**src/rtl/utd_pkg.sv**
```systemverilog
`timescale 1ns / 1ps

package utd_pkg;

    localparam logic [15:0] REPL_UNIT     = 16'hFFFD;
    localparam logic [7:0]  LEAD2_LO      = 8'hC2;
    localparam logic [7:0]  LEAD2_HI      = 8'hDF;
    localparam logic [7:0]  LEAD3_LO      = 8'hE0;
    localparam logic [7:0]  LEAD3_HI      = 8'hEF;
    localparam logic [7:0]  LEAD4_LO      = 8'hF0;
    localparam logic [7:0]  LEAD4_HI      = 8'hF4;
    localparam logic [7:0]  LEAD_E0       = 8'hE0;
    localparam logic [7:0]  LEAD_ED       = 8'hED;
    localparam logic [7:0]  LEAD_F0       = 8'hF0;
    localparam logic [7:0]  LEAD_F4       = 8'hF4;
    localparam logic [7:0]  CONT_A0       = 8'hA0;
    localparam logic [7:0]  CONT_9F       = 8'h9F;
    localparam logic [7:0]  CONT_90       = 8'h90;
    localparam logic [7:0]  CONT_8F       = 8'h8F;
    localparam logic [20:0] SUPP_BASE     = 21'h10000;
    localparam logic [15:0] HI_SURR_BASE  = 16'hD800;
    localparam logic [15:0] LO_SURR_BASE  = 16'hDC00;

    typedef struct packed {
        logic [7:0] data_byte;
        logic       end_of_stream;
    } t_in;

    typedef struct packed {
        logic [15:0] code_unit;
        logic        is_replacement;
        logic        last_of_run;
    } t_out;

    typedef struct packed {
        logic [7:0]  lead_byte;
        logic [1:0]  needed_count;
        logic [1:0]  seen_count;
        logic [20:0] partial_point;
    } t_state;

    typedef struct packed {
        logic [1:0] count;
        t_out       unit0;
        t_out       unit1;
    } t_result;

endpackage

```
**src/rtl/utd_decode.sv**
```systemverilog
`timescale 1ns / 1ps

module utd_decode import utd_pkg::*; (
    input  t_state  i_state,
    input  t_in     i_item,
    output t_state  o_state,
    output t_result o_result
);

    logic [7:0]  b;
    logic        eos;
    logic        pending;
    logic        cont;
    logic        bad_first;
    logic        brk;
    logic [20:0] pp_next;
    logic [1:0]  seen_next;
    logic [20:0] cp_off;

    logic        lead_has;
    logic [15:0] lead_unit;
    logic        lead_repl;
    t_state      lead_state;

    logic [1:0]  cnt;
    logic [15:0] u0;
    logic [15:0] u1;
    logic        r0;
    logic        r1;

    assign b       = i_item.data_byte;
    assign eos     = i_item.end_of_stream;
    assign pending = (i_state.needed_count != 2'd0);
    assign cont    = (b[7:6] == 2'b10);
    assign bad_first = (i_state.seen_count == 2'd0) && cont &&
        (((i_state.lead_byte == LEAD_E0) && (b < CONT_A0)) ||
         ((i_state.lead_byte == LEAD_ED) && (b > CONT_9F)) ||
         ((i_state.lead_byte == LEAD_F0) && (b < CONT_90)) ||
         ((i_state.lead_byte == LEAD_F4) && (b > CONT_8F)));
    assign brk       = pending && (!cont || bad_first);
    assign pp_next   = {i_state.partial_point[14:0], b[5:0]};
    assign seen_next = i_state.seen_count + 2'd1;
    assign cp_off    = pp_next - SUPP_BASE;

    always_comb begin
        lead_state = '0;
        lead_has   = 1'b1;
        lead_unit  = REPL_UNIT;
        lead_repl  = 1'b1;
        if (b[7] == 1'b0) begin
            lead_unit = {8'd0, b};
            lead_repl = 1'b0;
        end else if ((b >= LEAD2_LO) && (b <= LEAD4_HI)) begin
            if (!eos) begin
                lead_has                 = 1'b0;
                lead_state.lead_byte     = b;
                lead_state.seen_count    = 2'd0;
                if (b <= LEAD2_HI) begin
                    lead_state.needed_count  = 2'd1;
                    lead_state.partial_point = {16'd0, b[4:0]};
                end else if ((b >= LEAD3_LO) && (b <= LEAD3_HI)) begin
                    lead_state.needed_count  = 2'd2;
                    lead_state.partial_point = {17'd0, b[3:0]};
                end else begin
                    lead_state.needed_count  = 2'd3;
                    lead_state.partial_point = {18'd0, b[2:0]};
                end
            end
        end
    end

    always_comb begin
        o_state = '0;
        cnt     = 2'd0;
        u0      = REPL_UNIT;
        u1      = REPL_UNIT;
        r0      = 1'b1;
        r1      = 1'b1;
        if (!pending) begin
            o_state = lead_state;
            cnt     = {1'b0, lead_has};
            u0      = lead_unit;
            r0      = lead_repl;
        end else if (brk) begin
            o_state = lead_state;
            cnt     = lead_has ? 2'd2 : 2'd1;
            u1      = lead_unit;
            r1      = lead_repl;
        end else if (seen_next >= i_state.needed_count) begin
            if (pp_next[20:16] == 5'd0) begin
                cnt = 2'd1;
                u0  = pp_next[15:0];
                r0  = 1'b0;
            end else begin
                cnt = 2'd2;
                u0  = HI_SURR_BASE | {6'd0, cp_off[19:10]};
                u1  = LO_SURR_BASE | {6'd0, cp_off[9:0]};
                r0  = 1'b0;
                r1  = 1'b0;
            end
        end else if (eos) begin
            cnt = 2'd1;
        end else begin
            o_state               = i_state;
            o_state.seen_count    = seen_next;
            o_state.partial_point = pp_next;
        end
    end

    always_comb begin
        o_result.count                = cnt;
        o_result.unit0.code_unit      = u0;
        o_result.unit0.is_replacement = r0;
        o_result.unit0.last_of_run    = (cnt == 2'd1);
        o_result.unit1.code_unit      = u1;
        o_result.unit1.is_replacement = r1;
        o_result.unit1.last_of_run    = 1'b1;
    end

endmodule

```
**src/rtl/utf8_to_utf16_decoder_top.sv**
```systemverilog
`timescale 1ns / 1ps

// UTF-8 to UTF-16 decoder with U+FFFD replacement of malformed input.
// The input channel takes one UTF-8 byte per request together with an
// end-of-stream flag on the last byte of a stream. The output channel gives
// one UTF-16 code unit per request, with a replacement flag and a flag on the
// last unit that a given input byte caused.
// A byte is decoded in the cycle it is accepted; its units appear on the
// output in the next cycle. One byte is taken every cycle as long as each byte
// yields at most one unit and the receiver keeps up. A byte that yields two
// units (a surrogate pair, or a replacement followed by a redecoded lead)
// holds the input until its first unit has drained, since the two-entry output
// buffer drains one unit per cycle while the receiver accepts.
// When the receiver stalls, the buffered units hold steady and the input is
// refused once the buffer cannot take the next byte's units.
// Reset clears the pending sequence and empties the output buffer; the block
// is ready in the first cycle after reset.
module utf8_to_utf16_decoder_top import utd_pkg::*; (
    input  logic i_clk,
    input  logic i_rst_n,
    input  logic i_in_valid,
    output logic o_in_ready,
    input  t_in  i_in_data,
    output logic o_out_valid,
    input  logic i_out_ready,
    output t_out o_out_data
);

    t_state  r_state;
    t_state  n_state;
    t_result dec_result;
    t_out    r_slot0;
    t_out    r_slot1;
    logic [1:0] r_count;
    logic    accept;
    logic    pop;

    utd_decode u_decode (
        .i_state  (r_state),
        .i_item   (i_in_data),
        .o_state  (n_state),
        .o_result (dec_result)
    );

    assign pop         = (r_count != 2'd0) && i_out_ready;
    assign o_in_ready  = (r_count == 2'd0) || ((r_count == 2'd1) && i_out_ready);
    assign accept      = i_in_valid && o_in_ready;
    assign o_out_valid = (r_count != 2'd0);
    assign o_out_data  = r_slot0;

    always_ff @(posedge i_clk) begin
        if (!i_rst_n) begin
            r_state <= '0;
            r_count <= 2'd0;
        end else begin
            if (accept) begin
                r_state <= n_state;
                r_count <= dec_result.count;
            end else if (pop) begin
                r_count <= r_count - 2'd1;
            end
        end
    end

    always_ff @(posedge i_clk) begin
        if (accept) begin
            r_slot0 <= dec_result.unit0;
            r_slot1 <= dec_result.unit1;
        end else if (pop) begin
            r_slot0 <= r_slot1;
        end
    end

endmodule
```
**config.mk**
```make
export PLATFORM = sky130hd
export DESIGN_NAME = utf8_to_utf16_decoder_top
export DESIGN_NICKNAME = d
export VERILOG_FILES = /design/src/rtl/utd_pkg.sv /design/src/rtl/utd_decode.sv /design/src/rtl/utf8_to_utf16_decoder_top.sv
export SDC_FILE = /design/constraint.sdc
export NUM_CORES = 1
export LEC_CHECK = 0
export BUFFER_PORTS_ARGS = -buffer_cell sky130_fd_sc_hd__buf_2
export CORE_MARGIN = 1.5
export CORE_UTILIZATION = 25
export CTS_CLUSTER_DIAMETER = 60
export CTS_CLUSTER_SIZE = 25
export DETAILED_ROUTE_END_ITERATION = 6
export MAX_ROUTING_LAYER = met4
export PLACE_DENSITY = 0.51
export RECOVER_POWER = 100
export SLEW_MARGIN = 10
export SYNTH_ARGS = -nofsm -noshare
export SYNTH_HDL_FRONTEND = slang
export SYNTH_SLANG_ARGS = --single-unit
```
**constraint.sdc**
```tcl
create_clock -name i_clk -period 1.9 [get_ports i_clk]
set_input_delay 0.19 -clock i_clk [delete_from_list [all_inputs] [get_ports i_clk]]
set_output_delay 0.19 -clock i_clk [all_outputs]
set_load 0.03 [all_outputs]
```
### Yosys cells after proc, flatten, opt, wreduce, memory -nomap -nowiden

Cells that the tools add are included.

| operators by class | value |
|---|---|
| $add $sub $neg | 3 |
| $lt $le $gt $ge | 10 |
| eq/ne operators | 8 |
| muxes and demuxes | 39 |
| reductions and logical operators | 25 |

Operators by type and width:

| operator | count |
|---|---|
| 2-to-1 mux 33 bit | 7 |
| 2-to-1 mux 16 bit | 7 |
| 2-to-1 mux 18 bit | 2 |
| equality test 8 bit, second input constant | 4 |
| less-or-equal comparator 8 bit, second input constant | 3 |
| 2-to-1 mux 21 bit | 1 |
| subtractor 20 x 17 -> 20 bit, second input constant | 1 |
| greater-or-equal comparator 8 bit, second input constant | 2 |
| greater-than comparator 8 bit, second input constant | 2 |
| < comparator 8 bit, second input constant | 2 |
| 2-to-1 mux 2 bit | 8 |
| 2-to-1 mux 14 bit | 1 |
| logical AND 1 bit | 12 |
| 2-to-1 mux 1 bit | 12 |
| nonzero test 2 bit | 3 |
| zero test 5 bit | 1 |
| logical OR 1 bit | 5 |
| equality test 2 x 1 -> 1 bit, second input constant | 2 |
| zero test 2 bit | 2 |
| 2-to-1 mux 4 bit | 1 |
| != test 4 bit, second input constant | 1 |
| adder 2 x 1 -> 2 bit, second input constant | 1 |
| equality test 2 bit, second input constant | 1 |
| greater-or-equal comparator 2 bit | 1 |
| 3 further kinds | 3 |

| word-level totals | value |
|---|---|
| flip-flop bits (word level) | 64 |
| bits of input ports | 13 |
| output and inout bits | 20 |
| word-level logic and storage cells | 95 |

### Logic depth before layout (Yosys ltp)

| logic depth | value |
|---|---|
| depth in word-level cells | 12 |
| gate-level depth with buffers | 9 |
| gate-level depth less buffers | 8 |

### By module

From an unflattened synthesis, not the netlist that was laid out.

| second synthesis, totals | value |
|---|---|
| cell total of the unflattened synthesis | 389 |
| area, all modules | 3895.0 um^2 |

By module, submodules not included:

| module | times used | cells each | area an instance (um^2) | sequential area each (um^2) |
|---|---|---|---|---|
| utf8_to_utf16_decoder_top | 1 | 225 | 2797.7 | 1781.7 |
| utd_decode | 1 | 164 | 1097.3 | 0.0 |

### Least setup slack after synthesis

OpenSTA, ideal clock, no wires.

| timing path | value |
|---|---|
| kind | register to register |
| from | register r_count[0] |
| to | register r_slot0 (netlist bit o_out_data[8]) (data pin) |
| library setup time | 0.152 ns |
| arrival time | 1.921 ns |
| required time | 1.748 ns |
| setup slack | -0.173 ns |
| cell stages (with the launch flop) | 9 |
| path buffers | 1 |
| period minus slack after synthesis | 2.073 ns |
| cell sequence | dfxtp_1 > inv_1 > ha_1 > a21o_1 > nand2_1 > inv_1 > clkbuf_1 > o21ai_0 > a31oi_1 |

| between the ends | value |
|---|---|
| longest elaborated chain between the ends | 5 |
| elaborated cells on any way between the ends | 6 |
| classes of those cells | eq/ne: 1; mux: 1; reduce/logical: 4 |

RTL lines:

| element | line | text |
|---|---|---|
| from (decl) | utf8_to_utf16_decoder_top.sv:34 | `logic [1:0] r_count;` |
| from (signal assigned) | utf8_to_utf16_decoder_top.sv:58 | `r_count <= dec_result.count;` |
| from (signal assigned) | utf8_to_utf16_decoder_top.sv:60 | `r_count <= r_count - 2'd1;` |
| equality test 2 x 1 -> 1 bit | utf8_to_utf16_decoder_top.sv:46 | `assign o_in_ready = (r_count == 2'd0) \|\| ((r_count == 2'd1) && i_out_ready);` |
| logical AND 1 bit | utf8_to_utf16_decoder_top.sv:46 |  |
| logical OR 1 bit * | utf8_to_utf16_decoder_top.sv:46 |  |
| net o_in_ready | utf8_to_utf16_decoder_top.sv:22 | `output logic o_in_ready,` |
| logical AND 1 bit * | utf8_to_utf16_decoder_top.sv:47 | `assign accept = i_in_valid && o_in_ready;` |
| net accept | utf8_to_utf16_decoder_top.sv:35 | `logic accept;` |
| 2-to-1 mux 18 bit * | utf8_to_utf16_decoder_top.sv:66 | `if (accept) begin` |
| to (signal assigned) | utf8_to_utf16_decoder_top.sv:67 | `r_slot0 <= dec_result.unit0;` |
| to (signal assigned) | utf8_to_utf16_decoder_top.sv:70 | `r_slot0 <= r_slot1;` |
| to (decl) | utf8_to_utf16_decoder_top.sv:32 | `t_out r_slot0;` |

Mark *: on every way through the listed nets, which the timed path passes. The rest lies on a longest branch.
A chain may end at the register's enable or synchronous reset.

### Final worst setup path

| timing path | value |
|---|---|
| from | register r_state[10] in the netlist's numbering |
| to | register r_slot0 (netlist bit o_out_data[6]) (data pin) |

| between the ends | value |
|---|---|
| longest elaborated chain between the ends | 6 |

RTL lines:

| element | line | text |
|---|---|---|
| from (decl) | utf8_to_utf16_decoder_top.sv:29 | `t_state r_state;` |
| from (signal assigned) | utf8_to_utf16_decoder_top.sv:57 | `r_state <= n_state;` |
| zero test 5 bit | utd_decode.sv:90 | `if (pp_next[20:16] == 5'd0) begin` |
| 2-to-1 mux 16 bit | utd_decode.sv:90 |  |
| 2-to-1 mux 16 bit | utd_decode.sv:89 | `end else if (seen_next >= i_state.needed_count) begin` |
| 2-to-1 mux 16 bit | utd_decode.sv:84 | `end else if (brk) begin` |
| 2-to-1 mux 16 bit | utd_decode.sv:79 | `if (!pending) begin` |
| 2-to-1 mux 18 bit | utf8_to_utf16_decoder_top.sv:66 |  |

Every way passes these cells.

==> implementation parameters <==
Parameter                              Value

Synth
  Leading cell types by total area after synthesis ... edfxtp_1 30%, dfxtp_1 19%, nand2_1 4.8%
  Post-synthesis sequential area ratio ... 49.0%
  Total number of yosys warnings ... 0
  Count of flip-flops with a built-in enable after synthesis ... 30
  Yosys top cell area share ... 29.8%
  Ys async rst share ... 0%
  Mapped Area ... 0.00302 mm2
  Number of distinct library cells after synthesis ... 53
  Average footprint of a synthesized cell ... 9.30 um2
  Post-synthesis register bit count ... 59
  Primary flip-flop cell chosen by synthesis mapping ... edfxtp_1
  Synthesized Nets ... 345
  Post-Syn Instances ... 325
  Synth area leader ... edfxtp_1

CTS
  Hold buffer count at CTS ... 0
  Number of buffers on the longest clock path ... 2
  Clk Latency, worst-skew pair ... 340 ps
  Clock transition at the registers of the reported paths ... 50 ps
  CTS Root Buffer Type ... clkbuf_16
  H-Tree Depth ... 3
  Sinks on the clock net ... 59
  Number of buffers added by the clock tree synthesis step ... 9
  CTS tree ... done

Place
  Setup WS pre-CTS ... -239 ps
  Final HPWL DP ... 5950 um
  Cell area after placement ... 0.00355 mm2
  Count of input and output buffers ... 32
  Weighted congestion reported at the end of routability-driven placement ... 0.868

Finish
  Count of fill cells added during filler insertion ... 1167
  Area growth from synthesis to layout ... 36.6%
  Core occupancy in the finished layout ... 35.6%
  Total number of nets in the final design ... 417
  Multi-input gate area in the final layout ... 0.00153 mm2
  Cell area after layout ... 0.00413 mm2
  Share of final-layout standard cells stronger than drive strength 1 ... 27.1%
  Area taken by flip-flops and latches ... 0.00149 mm2
  Leading cell type in the layout, fill and taps excluded ... nand2_1
  Antenna diode count ... 0
  Top library cells by usage in the layout, fill and taps aside ... 36 x nand2_1, 30 x edfxtp_1, 28 x buf_4, 27 x nor2_1, 26 x dfxtp_1

Drt
  Post-route met1 wirelength ... 3790 um
  Met2 wirelength from detailed routing ... 4260 um
  Drt first pass iters ... 4
  Highest metal layer with signal wires ... met4
  Count of antenna-violating nets left after detailed routing ... 0
  Initial drt markers ... 211
  Vias after detailed routing ... 2781
  DRC errors left ... 0
  Routed wire per std cell ... 16.1 um
  Total Wirelength ... 8780 um
  Routed length on met3 ... 530 um
  Ratio of routed vias to standard cells ... 5.10

Global route
  Pin count of the biggest net entering global routing ... 38
  Overall overflow remaining after global route ... 0
  GRT Total Usage ... 14.2%
  Vias in the first global route ... 2619
  Number of antenna violations at the first check in global routing ... 0
  Global-route wire length before repair ... 13600 um

STA
  Tcrit/Tclk final ... 99.2%
  Max Slew Vio Count ... 0
  Upper clock frequency limit ... 531 MHz
  Setup violations, final ... 0
  Worst slew margin ... 63.6%
  Period minus WS final ... 1880 ps
  Slew at the pin with the worst max-slew slack ... 545 ps
  Hold violation total from the final report ... 0
  Setup repair after global routing missed its margin ... yes
  Worst-case setup margin in the final layout ... 16.0 ps
  TNS Setup ... 0 ps
  Worst clock skew ... 8.83 ps

Floorplan
  Area of the placeable core ... 0.0116 mm2
  Horiz. Die Dim ... 113 um
  Vertical extent of the die ... 113 um
  # IOs ... 33
  Initial core utilization ... 26.0%
  Die area ... 0.0128 mm2
  Site row count ... 39

Worst hold path
  Hold EP ... r_state[29]
  Source of the worst hold timing path ... i_in_data[5]
  Cell depth of the worst hold path ... 3
  Type of the worst min-delay path ... primary input to flip-flop

Job
  Max-cap violations ... 0

Power and ir drop
  Power per cell area ... 1140 mW/mm2
  Worst voltage drop across the vdd grid ... 474 uV
  Total power ... 4730 uW
  P_leak ... 0.00145 uW

Setup path
  Worst r2r path cells ... 9
  Most common cell on crit path ... nor2_1
  Nature of the critical path startpoint ... flip-flop
  Slowest-stage cell, CP ... or4b_4
  Classification of the worst setup path ... flip-flop to flip-flop
  Biggest fanout along the worst timing path ... 6
  Setup slack on the worst flop-to-flop path ... 20 ps
  Slowest cell delay on critical path ... 470 ps
  Required time of the critical path ... 1980 ps
  Sort of element at the end of the critical path ... flip-flop
  Launch point of the worst path ... r_state[10]
  Combined buffer and inverter count along the critical path ... 3
  Crit path arrival time ... 1960 ps
  Crit Reg-Reg Startpoint ... r_state[10]
  Sequence of cells on the critical path ... inv_2, ha_4, or4b_4, buf_8, buf_6, nor2_1, nor2_1, o22ai_1, o21ai_1
  Largest delay contributor family on the critical path ... simple AND/OR/NAND/NOR gates
  End of the worst register-to-register path ... o_out_data[6]

Run status
  Result of the run ... finished, final reports clean
layout make-up:
| class | count | share of cell area (%) |
|---|---|---|
| Clock buffer | 9 | 5.45 |
| Multi-Input combinational cell | 233 | 37.0 |
| Clock inverter | 7 | 3.39 |
| Timing Repair Buffer | 80 | 12.5 |
| Sequential cell | 59 | 36.0 |
| Inverter | 14 | 1.36 |
| Tap cell | 143 | 4.33 |
repair_timing:
item,CTS,global route
pin swaps,3,14
setup endpoints to repair,40,51
gates resized for setup,12,39
buffers inserted,0,15
cloned,1,1
through the flow:
step | hold slack [ps] | instances
after global placement | 445 | 512
after detailed placement | 463 | 512
after floorplan | 367 | 325
after CTS | 173 | 529
final | 171 | 545
after global routing | 189 | 545
cells in the mapped netlist (6+ instances only):
master    instances
ha_1              7
o21ai_0          25
edfxtp_1         30
nand2b_1          6
nand3_1          14
nand4_1          16
dfxtp_1          29
nand2_1          39
a21boi_1          9
o22ai_1          10
clkbuf_1         11
nor3_1           12
nor2_1           30
inv_1            14
a21oi_1          12
kinds of logic (layout without fill, tap and decap cells):
kind of cell | count (synthesis) | in the layout | share of synthesized area (%)
AOI/OAI and AO/OA | 85 | 87 | 19.1
xor gates and xnor gates | 4 | 4 | 1.16
adders and majority gates | 7 | 7 | 2.90
buffers and inverters | 35 | 110 | 5.55
DFF | 59 | 59 | 49.0
muxes | 2 | 2 | 0.662
and+or+nand+nor | 133 | 133 | 21.6
metal layers:
layer / GRT usage, % / vias up
met5: - / -
met4: 5.42 / 0
met3: 3.48 / 20
met2: 23.1 / 107
met1: 17.1 / 1318
li1: - / 1336
flip-flops by register name, indices dropped and copies added, names as in the netlist:
name        count
r_state        27
r_slot1        12
o_out_data     18
r_count         2
worst max-delay path by stage:
stage | end | slack [ps] | cells past startpoint
after global placement | r_slot1[7] | -150 | 7
after floorplan | r_state[10] | -40 | 8
after detailed placement | r_slot1[4] | -240 | 7
after global routing | o_out_data[4] | -70 | 9
final | o_out_data[6] | 20 | 9
after CTS | r_state[14] | -3 | 6
worst min-delay path: cells and delay by family:
kind	cells	cell delay [ps]
compound gates	1	70
simple gates	1	70
buf+inv	1	130
power by group:
| part | internal (uW) | total [uW] | switching, uW |
|---|---|---|---|
| logic | 347 | 1140 | 794 |
| clock network | 1410 | 2000 | 586 |
| registers | 1540 | 1590 | 46.7 |
(Power assumes the default switching activity.)
